[config.mk]
export PLATFORM = sky130hd
export DESIGN_NAME = crc16_framed_command_receiver_top
export DESIGN_NICKNAME = d
export VERILOG_FILES = /design/src/hw/rtl/cfcr_pkg.sv /design/src/hw/rtl/cfcr_front.sv /design/src/hw/rtl/cfcr_queue.sv /design/src/hw/rtl/cfcr_back.sv /design/src/hw/rtl/crc16_framed_command_receiver_top.sv
export SDC_FILE = /design/constraint.sdc
export NUM_CORES = 1
export LEC_CHECK = 0
export ABC_CLOCK_PERIOD_IN_PS = 7150
export CORE_MARGIN = 2
export CORE_UTILIZATION = 45
export CTS_CLUSTER_DIAMETER = 40
export DETAILED_ROUTE_END_ITERATION = 6
export DONT_BUFFER_PORTS = 1
export SLEW_MARGIN = 40
export SYNTH_ARGS = -nofsm -noshare
export SYNTH_HDL_FRONTEND = slang
export SYNTH_SLANG_ARGS = --single-unit
[constraint.sdc]
create_clock -name clock -period 7.15 [get_ports clock]
set_input_delay 0.3575 -clock clock [delete_from_list [all_inputs] [get_ports clock]]
set_output_delay 0.3575 -clock clock [all_outputs]
set_load 0.005 [all_outputs]
[src/hw/rtl/cfcr_pkg.sv]
`default_nettype none
package cfcr_pkg;

   localparam int MAX_FRAME_BYTES_DEFAULT = 256;

   localparam int BYTE_W  = 8;
   localparam int COUNT_W = 9;
   localparam int CRC_W   = 16;
   localparam int PAYLOAD_BYTES = 5;

   localparam int CSR_INDEX_W = 2;

   // configuration register indexes
   localparam logic [CSR_INDEX_W-1:0] CSR_HEADER_VALUE    = 2'd0;
   localparam logic [CSR_INDEX_W-1:0] CSR_HIGHEST_COMMAND = 2'd1;

   localparam logic [BYTE_W-1:0] HEADER_RESET  = 8'hAA;
   localparam logic [BYTE_W-1:0] HIGHEST_RESET = 8'd12;

   localparam logic [CRC_W-1:0] CRC_INIT = 16'hFFFF;
   localparam logic [CRC_W-1:0] CRC_POLY = 16'hA001;

   localparam logic [COUNT_W-1:0] COUNT_TOP     = 9'd511;
   localparam logic [COUNT_W-1:0] BYTES_OUT_TOP = 9'd256;
   localparam logic [COUNT_W:0]   LEN_OVERHEAD  = 10'd5;

   // frame status codes
   localparam logic [1:0] STATUS_OK      = 2'd0;
   localparam logic [1:0] STATUS_BAD     = 2'd1;
   localparam logic [1:0] STATUS_UNKNOWN = 2'd2;

   localparam int QUEUE_DEPTH = 2;
   localparam int QUEUE_PTR_W = $clog2(QUEUE_DEPTH);
   localparam int QUEUE_CNT_W = $clog2(QUEUE_DEPTH + 1);

   typedef logic [BYTE_W-1:0] payload_type [PAYLOAD_BYTES];

   // everything the back end needs to judge and decode one finished frame
   typedef struct packed {
      logic [CRC_W-1:0]   crc;
      logic [CRC_W-1:0]   tail;
      logic [COUNT_W-1:0] frame_bytes;
      logic [BYTE_W-1:0]  first_byte;
      logic [BYTE_W-1:0]  command;
      logic [BYTE_W-1:0]  length;
      logic [PAYLOAD_BYTES*BYTE_W-1:0] payload;
   } frame_rec_type;

   typedef struct packed {
      logic [BYTE_W-1:0] header_value;
      logic [BYTE_W-1:0] highest_command;
   } csr_type;

   function automatic logic [CRC_W-1:0] crc16_feed(input logic [CRC_W-1:0] crc,
                                                  input logic [BYTE_W-1:0] data);
      logic [CRC_W-1:0] c;
      c = crc ^ {8'h00, data};
      for (int k = 0; k < 8; k++) begin
         c = c[0] ? ((c >> 1) ^ CRC_POLY) : (c >> 1);
      end
      return c;
   endfunction

endpackage
`default_nettype wire

[src/hw/rtl/cfcr_front.sv]
`default_nettype none
module cfcr_front (
   input  wire logic                  clock,
   input  wire logic                  reset,
   input  wire logic                  accept,
   input  wire logic [7:0]            rx_byte,
   input  wire logic                  end_of_frame,
   output logic                       push,
   output cfcr_pkg::frame_rec_type    push_rec
);
   import cfcr_pkg::*;

   logic [CRC_W-1:0]   crc_ff, crc_in, crc_upd;
   logic [COUNT_W-1:0] count_ff, count_in, count_upd;
   logic [BYTE_W-1:0]  dly0_ff, dly0_in, dly1_ff, dly1_in;
   logic [BYTE_W-1:0]  first_ff, first_in, first_upd;
   logic [BYTE_W-1:0]  cmd_ff, cmd_in, cmd_upd;
   logic [BYTE_W-1:0]  len_ff, len_in, len_upd;
   payload_type        pay_ff, pay_in, pay_upd;
   logic               finish;

   always_comb begin
      // CRC trails the input by two bytes
      crc_upd   = (count_ff >= 9'd2) ? crc16_feed(crc_ff, dly1_ff) : crc_ff;
      count_upd = (count_ff < COUNT_TOP) ? count_ff + 9'd1 : COUNT_TOP;
      first_upd = (count_ff == 9'd0) ? rx_byte : first_ff;
      cmd_upd   = (count_ff == 9'd1) ? rx_byte : cmd_ff;
      len_upd   = (count_ff == 9'd2) ? rx_byte : len_ff;
      for (int k = 0; k < PAYLOAD_BYTES; k++) begin
         pay_upd[k] = (count_ff == COUNT_W'(k + 3)) ? rx_byte : pay_ff[k];
      end

      finish = accept && end_of_frame;

      push_rec.crc         = crc_upd;
      push_rec.tail        = {dly0_ff, rx_byte};
      push_rec.frame_bytes = count_upd;
      push_rec.first_byte  = first_upd;
      push_rec.command     = cmd_upd;
      push_rec.length      = len_upd;
      for (int k = 0; k < PAYLOAD_BYTES; k++) begin
         push_rec.payload[k*BYTE_W +: BYTE_W] = pay_upd[k];
      end

      crc_in   = crc_ff;
      count_in = count_ff;
      dly0_in  = dly0_ff;
      dly1_in  = dly1_ff;
      first_in = first_ff;
      cmd_in   = cmd_ff;
      len_in   = len_ff;
      pay_in   = pay_ff;
      if (finish) begin
         // drop all frame state once the record is handed off
         crc_in   = CRC_INIT;
         count_in = '0;
         dly0_in  = '0;
         dly1_in  = '0;
         first_in = '0;
         cmd_in   = '0;
         len_in   = '0;
         for (int k = 0; k < PAYLOAD_BYTES; k++) pay_in[k] = '0;
      end else if (accept) begin
         crc_in   = crc_upd;
         count_in = count_upd;
         dly0_in  = rx_byte;
         dly1_in  = dly0_ff;
         first_in = first_upd;
         cmd_in   = cmd_upd;
         len_in   = len_upd;
         pay_in   = pay_upd;
      end
   end

   assign push = finish;

   always_ff @(posedge clock) begin
      if (reset) begin
         crc_ff   <= CRC_INIT;
         count_ff <= '0;
         dly0_ff  <= '0;
         dly1_ff  <= '0;
         first_ff <= '0;
         cmd_ff   <= '0;
         len_ff   <= '0;
         for (int k = 0; k < PAYLOAD_BYTES; k++) pay_ff[k] <= '0;
      end else begin
         crc_ff   <= crc_in;
         count_ff <= count_in;
         dly0_ff  <= dly0_in;
         dly1_ff  <= dly1_in;
         first_ff <= first_in;
         cmd_ff   <= cmd_in;
         len_ff   <= len_in;
         pay_ff   <= pay_in;
      end
   end

endmodule
`default_nettype wire

[src/hw/rtl/cfcr_queue.sv]
`default_nettype none
module cfcr_queue (
   input  wire logic                  clock,
   input  wire logic                  reset,
   input  wire logic                  push,
   input  wire cfcr_pkg::frame_rec_type push_rec,
   output logic                       full,
   input  wire logic                  pop,
   output logic                       head_valid,
   output cfcr_pkg::frame_rec_type    head_rec
);
   import cfcr_pkg::*;

   frame_rec_type          entry_ff [QUEUE_DEPTH];
   logic [QUEUE_PTR_W-1:0] wr_ptr_ff, wr_ptr_in, rd_ptr_ff, rd_ptr_in;
   logic [QUEUE_CNT_W-1:0] count_ff, count_in;
   logic                   do_push, do_pop;

   assign full       = (count_ff == QUEUE_CNT_W'(QUEUE_DEPTH));
   assign head_valid = (count_ff != '0);
   assign head_rec   = entry_ff[rd_ptr_ff];
   assign do_push    = push && !full;
   assign do_pop     = pop && head_valid;

   always_comb begin
      wr_ptr_in = wr_ptr_ff;
      rd_ptr_in = rd_ptr_ff;
      count_in  = count_ff;
      if (do_push) begin
         wr_ptr_in = (wr_ptr_ff == QUEUE_PTR_W'(QUEUE_DEPTH - 1)) ? '0 : wr_ptr_ff + 1'b1;
      end
      if (do_pop) begin
         rd_ptr_in = (rd_ptr_ff == QUEUE_PTR_W'(QUEUE_DEPTH - 1)) ? '0 : rd_ptr_ff + 1'b1;
      end
      if (do_push && !do_pop) count_in = count_ff + 1'b1;
      else if (do_pop && !do_push) count_in = count_ff - 1'b1;
   end

   always_ff @(posedge clock) begin
      if (do_push) entry_ff[wr_ptr_ff] <= push_rec;
   end

   always_ff @(posedge clock) begin
      if (reset) begin
         wr_ptr_ff <= '0;
         rd_ptr_ff <= '0;
         count_ff  <= '0;
      end else begin
         wr_ptr_ff <= wr_ptr_in;
         rd_ptr_ff <= rd_ptr_in;
         count_ff  <= count_in;
      end
   end

endmodule
`default_nettype wire

[src/hw/rtl/cfcr_back.sv]
`default_nettype none
module cfcr_back #(
   parameter int MAX_FRAME_BYTES = cfcr_pkg::MAX_FRAME_BYTES_DEFAULT
) (
   input  wire logic                  clock,
   input  wire logic                  reset,
   input  wire cfcr_pkg::csr_type     csr,
   input  wire logic                  head_valid,
   input  wire cfcr_pkg::frame_rec_type head_rec,
   output logic                       pop,
   output logic                       rsp_valid,
   input  wire logic                  rsp_stall,
   output logic [1:0]                 rsp_frame_status,
   output logic [7:0]                 rsp_command_code,
   output logic [8:0]                 rsp_frame_bytes,
   output logic [7:0]                 rsp_axis_select,
   output logic [7:0]                 rsp_direction_byte,
   output logic [15:0]                rsp_step_count,
   output logic [15:0]                rsp_speed_word,
   output logic [31:0]                rsp_angle_bits
);
   import cfcr_pkg::*;

   localparam logic [COUNT_W-1:0] FRAME_LIMIT = COUNT_W'(MAX_FRAME_BYTES);

   logic        valid_ff, valid_in;
   logic [1:0]  status_ff, status_in;
   logic [7:0]  cmd_ff;
   logic [8:0]  bytes_ff, bytes_in;
   logic [39:0] pay_ff;
   logic        bad;

   assign pop = head_valid && (!valid_ff || !rsp_stall);

   always_comb begin
      bad = (head_rec.frame_bytes < 9'd2) || (head_rec.frame_bytes > FRAME_LIMIT)
         || (head_rec.crc != head_rec.tail)
         || (head_rec.first_byte != csr.header_value)
         || ({1'b0, head_rec.frame_bytes} != ({2'b00, head_rec.length} + LEN_OVERHEAD));
      if (bad) status_in = STATUS_BAD;
      else if (head_rec.command > csr.highest_command) status_in = STATUS_UNKNOWN;
      else status_in = STATUS_OK;
      bytes_in = (head_rec.frame_bytes > BYTES_OUT_TOP) ? BYTES_OUT_TOP
                                                        : head_rec.frame_bytes;
      if (pop) valid_in = 1'b1;
      else if (!rsp_stall) valid_in = 1'b0;
      else valid_in = valid_ff;
   end

   always_ff @(posedge clock) begin
      if (pop) begin
         status_ff <= status_in;
         cmd_ff    <= head_rec.command;
         bytes_ff  <= bytes_in;
         pay_ff    <= head_rec.payload;
      end
   end

   always_ff @(posedge clock) begin
      if (reset) valid_ff <= 1'b0;
      else valid_ff <= valid_in;
   end

   assign rsp_valid          = valid_ff;
   assign rsp_frame_status   = status_ff;
   assign rsp_command_code   = cmd_ff;
   assign rsp_frame_bytes    = bytes_ff;
   assign rsp_axis_select    = pay_ff[7:0];
   assign rsp_direction_byte = pay_ff[15:8];
   assign rsp_step_count     = {pay_ff[23:16], pay_ff[31:24]};
   assign rsp_speed_word     = {pay_ff[7:0], pay_ff[15:8]};
   assign rsp_angle_bits     = pay_ff[39:8];

endmodule
`default_nettype wire

[src/hw/rtl/crc16_framed_command_receiver_top.sv]
// Framed command receiver with a CRC-16/MODBUS check.
//
// req_*: one received byte per item, req_end_of_frame on the last byte of a
//   frame. A byte is taken at each edge with req_valid high and req_stall low.
// rsp_*: one item per frame: status (accepted, bad, unknown command), the
//   command code, the saturated byte count and the decoded argument fields.
// csr_*: register writes (index 0 header value, index 1 highest command);
//   always ready, write only while no frame is in flight.
// Throughput: one byte per cycle while req_stall is low. The front end updates
//   the CRC over one byte per cycle; a finished frame record enters a two-entry
//   queue and the back end judges it into the output register.
// Path: a frame record passes the queue, then the output register sets rsp_valid.
// Stall: a stalled result holds in the output register; the queue keeps
//   absorbing frames and req_stall rises only when it holds two waiting frames.
// Reset: clears the frame state, the queue and the output valid, and sets the
//   registers to header 0xAA and highest command 12.
`default_nettype none
module crc16_framed_command_receiver_top #(
   parameter int MAX_FRAME_BYTES = cfcr_pkg::MAX_FRAME_BYTES_DEFAULT
) (
   input  wire logic                            clock,
   input  wire logic                            reset,
   input  wire logic                            req_valid,
   output logic                                 req_stall,
   input  wire logic [7:0]                      req_rx_byte,
   input  wire logic                            req_end_of_frame,
   output logic                                 rsp_valid,
   input  wire logic                            rsp_stall,
   output logic [1:0]                           rsp_frame_status,
   output logic [7:0]                           rsp_command_code,
   output logic [8:0]                           rsp_frame_bytes,
   output logic [7:0]                           rsp_axis_select,
   output logic [7:0]                           rsp_direction_byte,
   output logic [15:0]                          rsp_step_count,
   output logic [15:0]                          rsp_speed_word,
   output logic [31:0]                          rsp_angle_bits,
   input  wire logic                            csr_valid,
   output logic                                 csr_ready,
   input  wire logic [cfcr_pkg::CSR_INDEX_W-1:0] csr_index,
   input  wire logic [7:0]                      csr_data
);
   import cfcr_pkg::*;

   csr_type       csr_ff, csr_in;
   logic          accept;
   logic          push, full, pop, head_valid;
   frame_rec_type push_rec, head_rec;

   // take a byte whenever the queue has room for a finished frame
   assign req_stall = full;
   assign accept    = req_valid && !req_stall;
   assign csr_ready = 1'b1;

   // register writes; unknown indexes are dropped
   always_comb begin
      csr_in = csr_ff;
      if (csr_valid && csr_ready) begin
         case (csr_index)
            CSR_HEADER_VALUE:    csr_in.header_value    = csr_data;
            CSR_HIGHEST_COMMAND: csr_in.highest_command = csr_data;
            default:             csr_in = csr_ff;
         endcase
      end
   end

   always_ff @(posedge clock) begin
      if (reset) begin
         csr_ff.header_value    <= HEADER_RESET;
         csr_ff.highest_command <= HIGHEST_RESET;
      end else begin
         csr_ff <= csr_in;
      end
   end

   cfcr_front u_front (
      .clock        (clock),
      .reset        (reset),
      .accept       (accept),
      .rx_byte      (req_rx_byte),
      .end_of_frame (req_end_of_frame),
      .push         (push),
      .push_rec     (push_rec)
   );

   cfcr_queue u_queue (
      .clock      (clock),
      .reset      (reset),
      .push       (push),
      .push_rec   (push_rec),
      .full       (full),
      .pop        (pop),
      .head_valid (head_valid),
      .head_rec   (head_rec)
   );

   cfcr_back #(
      .MAX_FRAME_BYTES (MAX_FRAME_BYTES)
   ) u_back (
      .clock              (clock),
      .reset              (reset),
      .csr                (csr_ff),
      .head_valid         (head_valid),
      .head_rec           (head_rec),
      .pop                (pop),
      .rsp_valid          (rsp_valid),
      .rsp_stall          (rsp_stall),
      .rsp_frame_status   (rsp_frame_status),
      .rsp_command_code   (rsp_command_code),
      .rsp_frame_bytes    (rsp_frame_bytes),
      .rsp_axis_select    (rsp_axis_select),
      .rsp_direction_byte (rsp_direction_byte),
      .rsp_step_count     (rsp_step_count),
      .rsp_speed_word     (rsp_speed_word),
      .rsp_angle_bits     (rsp_angle_bits)
   );

endmodule
`default_nettype wire

==> results of run 1 <==
[through the flow]
step | area [sq um] | power, mW | hold slack [ps]
final | 18300 | 6.76 | 47.3
after global routing | 18300 | 7.07 | 22.5
after detailed placement | 16400 | 4.32 | 431
after CTS | 18200 | 6.83 | 11.6
after global placement | 16400 | 4.29 | 434
after floorplan | 16300 | 4.15 | 433
[worst max-delay path: cells and delay by family, from the launching register on]
family / cells / cell delay [ps]
compound gates: 5 / 600
simple gates: 2 / 200
buf+inv: 1 / 650
mux: 1 / 430
flops: 1 / 770
fa+ha+maj: 1 / 280
[cells by family (layout without fill, tap and decap cells)]
logic type / Yosys count / in the layout / synth area share [%]
buffers and inverters: 120 / 138 / 3.87
adders and majority gates: 14 / 14 / 1.08
AOI/OAI and AO/OA: 105 / 105 / 3.76
xor gates and xnor gates: 91 / 91 / 4.90
and+or+nand+nor: 352 / 352 / 9.86
DFF: 396 / 396 / 65.3
other: 1 / 1 / 0.0230
muxes: 168 / 168 / 11.3
[per-layer routing]
layer	global-route usage [%]	up-vias	part of all wire [%]
met1	25.3	4559	46
met3	3.46	56	4.5
met4	6.31	0	2.6
met5	0	-	0
li1	-	4347	-
met2	29.3	209	47
[layout by cell type (no fill, tap or decap), types with 6 or more instances in the layout]
master and n:
sky130_fd_sc_hd__nor2_1 139, sky130_fd_sc_hd__clkbuf_16 51, sky130_fd_sc_hd__nor3_1 38, sky130_fd_sc_hd__nor2b_1 7, sky130_fd_sc_hd__nor4_1 10, sky130_fd_sc_hd__nand4_1 8, sky130_fd_sc_hd__dlygate4sd3_1 17, sky130_fd_sc_hd__mux2_2 120
sky130_fd_sc_hd__edfxtp_1 269, sky130_fd_sc_hd__xor2_1 40, sky130_fd_sc_hd__dfxtp_1 126, sky130_fd_sc_hd__clkbuf_1 8, sky130_fd_sc_hd__and3_1 8, sky130_fd_sc_hd__inv_1 18, sky130_fd_sc_hd__nand2_1 103, sky130_fd_sc_hd__ha_1 14
sky130_fd_sc_hd__nand3_1 9, sky130_fd_sc_hd__o211ai_1 6, sky130_fd_sc_hd__mux2i_1 47, sky130_fd_sc_hd__o21ai_0 23, sky130_fd_sc_hd__xnor2_1 51, sky130_fd_sc_hd__buf_4 7, sky130_fd_sc_hd__a21oi_1 51
[where the power goes]
part	switching, mW	internal, mW
clock	0.970	1.50
combinational	0.678	0.426
sequential	0.243	2.94
[final cells by class]
| cell class | count | area, sq um | area share, % |
|---|---|---|---|
| clock buffer | 62 | 1350 | 7.37 |
| clock inverter | 30 | 319 | 1.75 |
| inverter | 19 | 71.3 | 0.390 |
| multi-input combinational | 731 | 5080 | 27.8 |
| sequential | 396 | 10600 | 58.1 |
| tap | 461 | 577 | 3.16 |
| timing repair buffer | 27 | 259 | 1.42 |
[timing repair]
action / 4_1_cts / 5_1_grt
setup endpoints to repair: 0 / 0
endpoints found under the hold margin: 78 / 0
hold buffers: 18 / 0
[state kept, by name, summed over array words and instances, names as in the netlist, 9 cells and up, named ones only]
signal and flops:
u_back.rsp_frame_bytes 9, u_queue.entry_ff 210, u_front.count_ff 9, u_front.pay_ff 40, u_front.crc_ff 16, csr_ff 16, u_back.pay_ff 40
[worst paths after layout]
kind	start	end	depth (start not counted)
min reg2reg	u_front.pay_ff[32]$_SDFFE_PP0P_	u_front.pay_ff[32]$_SDFFE_PP0P_	2
min	req_rx_byte[0]	u_queue.entry_ff[1][24]$_DFFE_PP_	1
max reg2reg	flip-flop	u_back.rsp_frame_status[1]$_SDFFCE_PP0P_	10
max	flip-flop	u_back.rsp_frame_status[1]$_SDFFCE_PP0P_	10
==> results.py, run 1 <==
metrics = {
    "worst_setup_path": {
        "maximum_cell_stage_delay_along_the_critical_path_ps": 770,
        "crit_required_ps": 7440,
        "timing.critical_path.arrival_ps": 3590,
        "worstSetupPathType": "flip-flop to flip-flop",
        "critical_path.cell_chain": "buf_4 > mux2_2 > ha_1 > nor2b_1 > o21a_1 > o21ai_0 > nand2b_1 > a21oi_1 > o21a_1 > a211oi_1",
        "cp_slowest_cell": "sky130_fd_sc_hd__dfxtp_4",
        "timing.reg2reg.setup_slack_ps": 3850,
        "crit_path_capture_type": "flip-flop",
        "cpMostUsedCell": "sky130_fd_sc_hd__o21a_1",
        "critical_path.max_fanout": 53,
        "setup.worst_path.start_class": "flip-flop",
    },
    "sta": {
        "setup_violations_final": 0,
        "worst_pin_slew_ps": 731,
        "totalNegativeSetupSlack_ps": 0,
        "timing.final.max_slew_violations": 0,
        "worst_slew_margin_rel_pct": 51.3,
        "final.min_clock_period_ps": 3300,
        "finClkSkew_ps": 17.6,
        "layout_worst_path_cycle_share_pct": 46.2,
        "grt_setup_unrepaired": "false",
        "achievable-frequency_mhz": 303,
        "finalHoldViolCount": 0,
        "final_critical_path_setup_slack_ps": 3850,
    },
    "logic_synthesis": {
        "post_synth_main_area_contributors": "sky130_fd_sc_hd__edfxtp_1, sky130_fd_sc_hd__dfxtp_1, sky130_fd_sc_hd__mux2_2",
        "synth_top_cell_by_area": "sky130_fd_sc_hd__edfxtp_1",
        "synth_warnings": 0,
        "post_synth_top_cells": "sky130_fd_sc_hd__edfxtp_1, sky130_fd_sc_hd__nor2_1, sky130_fd_sc_hd__dfxtp_1, sky130_fd_sc_hd__mux2_2, sky130_fd_sc_hd__nand2_1",
        "yosysUniqueCellTypes": 53,
        "synth_area_sq_um": 16300,
        "synth_top_area_share_pct": 49.6,
        "synthMostInstantiatedCell": "sky130_fd_sc_hd__edfxtp_1",
        "synth_flop_cell": "sky130_fd_sc_hd__edfxtp_1",
        "postSynthCellCount": 1247,
        "synth_edf_count": 269,
        "avgSynthCellArea_sq_um": 13.1,
        "yosysSeqAreaShare_pct": 65.3,
        "synth_seq_cells": 396,
        "synth_nets": 1285,
        "async_reset_ff_share_pct": 0,
    },
    "placement": {
        "dp_hpwl_um": 20200,
        "dpl_worst_slack_ps": 3850,
        "port_bufs": 0,
        "gp_congestion": 0.776,
        "placed_cells_incl_taps": 1615,
    },
    "power_and_ir_drop": {
        "power.ir.vdd_worst_mv": 0.278,
        "power-per-cell-area_nw_per_um2": 370,
        "leakage_nw": 6.58,
    },
    "cells_and_area": {
        "final_util_pct": 51.4,
        "post_route_cells_drive_above_1_share_pct": 18.3,
        "synthToLayoutAreaGrowth_pct": 12.3,
        "filler_cell_count": 3030,
        "layoutNonFillerInstCount": 1726,
        "design.final.nets": 1262,
        "n_antenna_cell": 0,
    },
    "status": {
        "outcome": "finished clean",
    },
    "floorplanning": {
        "fp.dieW_um": 194,
        "total_number_of_placement_rows": 69,
        "io_pins": 126,
        "start_util_pct": 45.8,
        "core_area_sq_um": 35600,
        "die_h_um": 194,
        "dieArea_sq_um": 37700,
    },
    "detailed_routing": {
        "post_drt_via_cell_ratio": 5.31,
        "vias": 9171,
        "postRouteAntennaNets": 0,
        "detail_route.iter0.violations": 730,
        "remaining_drc_errors": 0,
        "wire_per_inst_um": 20.3,
        "routed_wl_um": 35100,
        "drt_pre_antenna_iters": 5,
    },
    "cts": {
        "numCtsBuffers": 49,
        "postCtsSetupBuffers": 0,
        "cts_resized": 0,
        "clock_tree_from_tritoncts": "yes",
        "cts_max_path_buffers": 3,
        "cts_root_buf": "sky130_fd_sc_hd__clkbuf_16",
        "worst_setup_hold_path_clk_slew_ps": 60,
        "insertion_delay_ps": 560,
        "cts_sinks": 396,
        "h_tree_depth": 2,
    },
    "global_routing": {
        "grt_pass1_wl_um": 53500,
        "largest_net_degree_at_the_start_of_global_routing": 68,
        "antenna_found_initial": 0,
        "first_global_vias": 9034,
        "global_route.overflow_total": 0,
        "globalRouteTotalUtil_pct": 18.4,
    },
    "min_path": {
        "hold_path_class": "input port to flip-flop",
    },
    "flow_run": {
        "cap_violations": 0,
    },
}
Power figures use the tool's default switching activity.
==> inputs of run 2 (changes only) <==
ABC_CLOCK_PERIOD_IN_PS = 3200   (was 7150)
clock period = 3.2 ns   (was 7.15 ns; I/O delays follow)
==> results.py, run 2 (synthesis results as in run 1) <==
metrics = {
    "cells_and_area": {
        "synthToLayoutAreaGrowth_pct": 12.4,
        "final_util_pct": 51.4,
        "largest_register_ffs": 210,
        "reg.largest.list": "u_queue.entry_ff: 210 flops, u_back.pay_ff: 40 flops, u_front.pay_ff: 40 flops",
        "regArea_sq_um": 10600,
        "registers.top_by_ff_count": "u_queue.entry_ff",
        "layoutNonFillerInstCount": 1739,
        "most-common-layout-cells": "sky130_fd_sc_hd__edfxtp_1, sky130_fd_sc_hd__nor2_1, sky130_fd_sc_hd__dfxtp_1",
        "mostFrequentLayoutCell": "sky130_fd_sc_hd__edfxtp_1",
        "design.final.nets": 1276,
        "post_route_cells_drive_above_1_share_pct": 19.1,
        "area_of_the_multi_input_gates_sq_um": 5060,
        "filler_cell_count": 3049,
    },
    "floorplanning": {
        "fp.dieW_um": 194,
        "die_h_um": 194,
        "dieArea_sq_um": 37700,
        "start_util_pct": 45.8,
        "total_number_of_placement_rows": 69,
        "io_pins": 126,
        "core_area_sq_um": 35600,
    },
    "placement": {
        "placed_cells_incl_taps": 1626,
        "gp_congestion": 0.815,
        "port_bufs": 0,
        "dp_hpwl_um": 20800,
    },
    "power_and_ir_drop": {
        "power-per-cell-area_nw_per_um2": 815,
        "power.total_mw": 14.9,
        "power.ir.vdd_worst_mv": 0.670,
        "leakage_nw": 6.61,
    },
    "sta": {
        "finClkSkew_ps": 14.6,
        "layout_worst_path_cycle_share_pct": 84.2,
        "worst_pin_slew_ps": 783,
        "achievable-frequency_mhz": 371,
        "finalHoldViolCount": 0,
        "worst_slew_margin_rel_pct": 47.7,
        "totalNegativeSetupSlack_ps": 0,
        "grt_setup_unrepaired": "false",
        "timing.final.max_slew_violations": 0,
        "setup_violations_final": 0,
        "final.min_clock_period_ps": 2690,
    },
    "detailed_routing": {
        "detail_route.iter0.violations": 556,
        "routed_wl_um": 33700,
        "vias": 9065,
        "wire_per_inst_um": 19.4,
        "postRouteAntennaNets": 0,
        "drt_pre_antenna_iters": 5,
        "post_drt_via_cell_ratio": 5.21,
        "remaining_drc_errors": 0,
    },
    "worst_setup_path": {
        "setup.worst_path.start_class": "flip-flop",
        "worstSetupPathType": "flip-flop to flip-flop",
        "critical_path.cell_chain": "mux2_2 > ha_1 > o211ai_1 > o21ai_0 > xnor2_1 > nand4_1 > nor4_1 > o2111ai_1 > a211oi_1",
        "timing.critical_path.arrival_ps": 3080,
        "critical_path.max_fanout": 16,
        "maximum_cell_stage_delay_along_the_critical_path_ps": 500,
        "cp_slowest_cell": "sky130_fd_sc_hd__dfxtp_4",
        "crit_required_ps": 3580,
        "crit_path_capture_type": "flip-flop",
    },
    "cts": {
        "clock_tree_from_tritoncts": "yes",
        "cts_sinks": 396,
        "cts_root_buf": "sky130_fd_sc_hd__clkbuf_16",
        "cts_max_path_buffers": 3,
        "cts-hold-fix-buffers": 23,
        "worst_setup_hold_path_clk_slew_ps": 60,
        "insertion_delay_ps": 550,
        "numCtsBuffers": 48,
        "postCtsSetupBuffers": 0,
        "cts_resized": 0,
        "h_tree_depth": 2,
    },
    "global_routing": {
        "global_route.overflow_total": 0,
        "globalRouteTotalUtil_pct": 18.0,
        "largest_net_degree_at_the_start_of_global_routing": 81,
        "antenna_found_initial": 3,
        "grt_pass1_wl_um": 53100,
        "first_global_vias": 9105,
    },
    "status": {
        "outcome": "finished clean",
    },
    "flow_run": {
        "cap_violations": 0,
    },
    "min_path": {
        "hold_path_class": "input port to flip-flop",
    },
}
-- run 2: cell count changes in the layout (fill, tap and decap cells not counted), moves of 3 or more --
cell,before,now
sky130_fd_sc_hd__clkinv_1,5,2
sky130_fd_sc_hd__clkinv_4,5,2
sky130_fd_sc_hd__clkinv_2,4,11
sky130_fd_sc_hd__buf_12,1,5
sky130_fd_sc_hd__buf_4,7,14
sky130_fd_sc_hd__buf_2,1,8
-- run 2: final timing paths --
check                                  startpoint                                  endpoint  slack [ps]  cells past startpoint
setup / recovery                        flip-flop  u_back.rsp_frame_status[1]$_SDFFCE_PP0P_         510                      9
hold / removal                              reset            u_queue.rd_ptr_ff$_SDFFE_PP0P_          30                      2
setup reg to reg                        flip-flop  u_back.rsp_frame_status[1]$_SDFFCE_PP0P_         510                      9
hold reg to reg   u_front.pay_ff[39]$_SDFFE_PP0P_           u_front.pay_ff[39]$_SDFFE_PP0P_         450                      2
-- run 2: critical path, delay by kind of cell, from the launching register on --
family / cells / cell delay [ps]
flops: 1 / 500
xor+xnor: 1 / 210
simple gates: 2 / 390
fa+ha+maj: 1 / 240
mux: 1 / 370
compound gates: 4 / 810
-- run 2: area by class of cell --
type                       count  area share (%)
sequential                   396            58.1
multi-input combinational    731            27.6
clock buffer                  62            7.25
tap                          461            3.15
timing repair buffer          42            2.16
clock inverter                26            1.29
inverter                      19           0.390
antenna                        2          0.0274
-- run 2: metrics by stage --
step | worst slack (ps) | hold slack, ps | area, sq um
2_1_floorplan | 14.5 | 259 | 16300
3_3_place_gp | 480 | 230 | 16500
3_5_place_dp | 451 | 230 | 16500
4_1_cts | 441 | 20.5 | 18300
5_1_grt | 146 | 42.3 | 18300
6_report | 505 | 33.0 | 18300
-- run 2: metal layers --
metal  GRT usage, %  vias to the layer above  share of wire, %  routed length [um]
met4           6.43                        0               2.9                 971
met5              0                        -                 0                   0
met1           24.5                     4439                46               15400
met2           28.9                      180                47               15900
met3           3.39                       63               4.3                1460
li1               -                     4383                 -                   -
-- run 2: power breakdown --
part	switching (mW)	internal, mW	leakage [nW]
sequential	0.502	6.57	3.55
combinational	1.57	1.01	2.29
clock	2.07	3.19	0.770
==> inputs of run 3 (changes only) <==
ABC_CLOCK_PERIOD_IN_PS = 2750   (was 3200)
clock period = 2.75 ns   (was 3.2 ns; I/O delays follow)
==> results.py, run 3 (synthesis results as in run 1) <==
metrics = {
    "power_and_ir_drop": {
        "netSwitchingPower_mw": 5.00,
        "leakage_nw": 6.73,
        "clockPowerShare_pct": 36.5,
        "internal_power_mw": 12.7,
        "sw_frac_of_total_pct": 28.2,
        "comb_power_share_pct": 17.3,
        "power_frac_seq_pct": 46.2,
        "power-per-cell-area_nw_per_um2": 959,
        "power.ir.vdd_worst_mv": 0.657,
    },
    "worst_setup_path": {
        "critical_path.max_fanout": 4,
        "crit_required_ps": 3140,
        "cell_class_contributing_the_biggest_share_of_worst_path_delay": "compound AO/OA/AOI/OAI gates",
        "path_buf_inv": 0,
        "worstSetupPathType": "flip-flop to flip-flop",
        "critical_path.cell_chain": "mux2_2 > ha_1 > o21ai_0 > o21ai_0 > xnor2_1 > nand4_1 > nor4_1 > o2111ai_1 > a211oi_1",
        "cpMostUsedCell": "sky130_fd_sc_hd__o21ai_0",
        "worst_r2r_path_depth": 9,
        "maximum_cell_stage_delay_along_the_critical_path_ps": 370,
        "timing.critical_path.arrival_ps": 2890,
        "cp_slowest_cell": "sky130_fd_sc_hd__dfxtp_4",
        "crit_path_capture_type": "flip-flop",
        "setup.worst_path.start_class": "flip-flop",
        "path_depth": 9,
    },
    "floorplanning": {
        "dieArea_sq_um": 37700,
        "core_area_sq_um": 35600,
        "total_number_of_placement_rows": 69,
        "io_pins": 126,
        "start_util_pct": 45.8,
        "fp.dieW_um": 194,
        "die_h_um": 194,
    },
    "detailed_routing": {
        "routed_wl_um": 33700,
        "detail_route.iter0.violations": 461,
        "post_drt_via_cell_ratio": 5.22,
        "remaining_drc_errors": 0,
        "drt_pre_antenna_iters": 5,
        "vias": 9116,
        "postRouteAntennaNets": 0,
        "wire_per_inst_um": 19.3,
    },
    "placement": {
        "dp_hpwl_um": 21000,
        "dpl_worst_slack_ps": 247,
        "port_bufs": 0,
        "gp_congestion": 0.837,
        "post_placement_cell_area_sq_um": 16600,
    },
    "cts": {
        "h_tree_depth": 2,
        "insertion_delay_ps": 570,
        "numCtsBuffers": 51,
        "cts_resized": 0,
        "worst_setup_hold_path_clk_slew_ps": 60,
        "cts_sinks": 396,
        "cts_max_path_buffers": 3,
        "cts-hold-fix-buffers": 24,
        "cts_root_buf": "sky130_fd_sc_hd__clkbuf_16",
        "clock_tree_from_tritoncts": "yes",
        "postCtsSetupBuffers": 0,
    },
    "cells_and_area": {
        "design.final.nets": 1283,
        "filler_cell_count": 3030,
        "design_area_sq_um": 18500,
        "largest_register_ffs": 210,
        "registers.top_by_ff_count": "u_queue.entry_ff",
        "most-common-layout-cells": "sky130_fd_sc_hd__edfxtp_1, sky130_fd_sc_hd__nor2_1, sky130_fd_sc_hd__dfxtp_1",
        "reg.largest.list": "u_queue.entry_ff: 210 flops, u_back.pay_ff: 40 flops, u_front.pay_ff: 40 flops",
        "synthToLayoutAreaGrowth_pct": 13.8,
        "mostFrequentLayoutCell": "sky130_fd_sc_hd__edfxtp_1",
        "post_route_cells_drive_above_1_share_pct": 20.4,
        "n_antenna_cell": 0,
    },
    "min_path": {
        "worstHoldPathCells": 2,
        "hold_path_class": "input port to flip-flop",
    },
    "sta": {
        "final.min_clock_period_ps": 2490,
        "final.hold.worst_slack_ps": -0.444,
        "worst_slew_margin_rel_pct": 58.3,
        "totalNegativeSetupSlack_ps": 0,
        "grt_setup_unrepaired": "false",
        "worst_pin_slew_ps": 619,
        "setup_violations_final": 0,
        "final_critical_path_setup_slack_ps": 256,
        "timing.final.max_slew_violations": 0,
        "finalHoldViolCount": 1,
        "layout_worst_path_cycle_share_pct": 90.7,
        "finClkSkew_ps": 30.6,
        "achievable-frequency_mhz": 401,
    },
    "global_routing": {
        "antenna_found_initial": 1,
        "grt_pass1_wl_um": 52300,
        "first_global_vias": 9174,
        "global_route.overflow_total": 0,
        "globalRouteTotalUtil_pct": 17.8,
        "largest_net_degree_at_the_start_of_global_routing": 59,
    },
    "flow_run": {
        "cap_violations": 0,
    },
    "status": {
        "outcome": "complete, but fails checks",
        "violations": "negative hold slack",
    },
}
## run 3: area by class of cell
class,instances,area (sq um),area share [%]
clock inverters,33,287,1.55
well taps,461,577,3.12
repair buffers,46,485,2.62
flip-flops and latches,396,10600,57.4
inverters,19,71.3,0.385
clock buffers,62,1410,7.62
multi-input cells,731,5060,27.3
## run 3: power by group through the flow
stage | Combinational (mW) | Sequential, mW | Clock, mW
global placement | 2.99 | 8.31 | 0
CTS | 3.14 | 8.22 | 6.59
detailed placement | 3.04 | 8.34 | 0
floorplan | 2.66 | 8.15 | 0
global route | 3.40 | 8.31 | 6.84
finish | 3.08 | 8.20 | 6.48
## run 3: worst reg2reg max path, cell delays in order (launching register included)
cell                        delay [ps]
sky130_fd_sc_hd__dfxtp_4           370
sky130_fd_sc_hd__mux2_2            340
sky130_fd_sc_hd__ha_1              230
sky130_fd_sc_hd__o21ai_0           170
sky130_fd_sc_hd__o21ai_0           160
sky130_fd_sc_hd__xnor2_1           190
sky130_fd_sc_hd__nand4_1           100
sky130_fd_sc_hd__nor4_1            300
sky130_fd_sc_hd__o2111ai_1         230
sky130_fd_sc_hd__a211oi_1          220
## run 3: per-stage QoR
step | util, % | hold WS (ps) | instances | power (mW)
3_5_place_dp | 46.7 | 206 | 1629 | 11.4
3_3_place_gp | 46.7 | 206 | 1629 | 11.3
5_1_grt | 52.1 | 10.4 | 1748 | 18.6
2_1_floorplan | - | 236 | 1247 | 10.8
4_1_cts | 52.2 | 45.3 | 1748 | 18.0
6_report | 52.1 | -0.444 | 1748 | 17.8
## run 3: metal layers
| layer | track usage, % | vias to the layer above | wire [um] |
|---|---|---|---|
| met2 | 31.2 | 185 | 16900 |
| met3 | 2.97 | 55 | 1190 |
| met5 | 0 | - | 0 |
| met4 | 5.95 | 0 | 845 |
| li1 | - | 4411 | - |
| met1 | 22.5 | 4465 | 14700 |
## run 3: worst paths after layout
| path | slack, ps | start | endpoint |
|---|---|---|---|
| worst max-delay path | 260 | flip-flop | u_back.rsp_frame_status[1]$_SDFFCE_PP0P_ |
| worst min-delay path | -0.4 | reset | csr_ff[6]$_SDFFE_PP0P_ |
| worst min register to register | 450 | u_front.len_ff[5]$_SDFFE_PP0P_ | u_front.len_ff[5]$_SDFFE_PP0P_ |
| worst max register to register | 260 | flip-flop | u_back.rsp_frame_status[1]$_SDFFCE_PP0P_ |
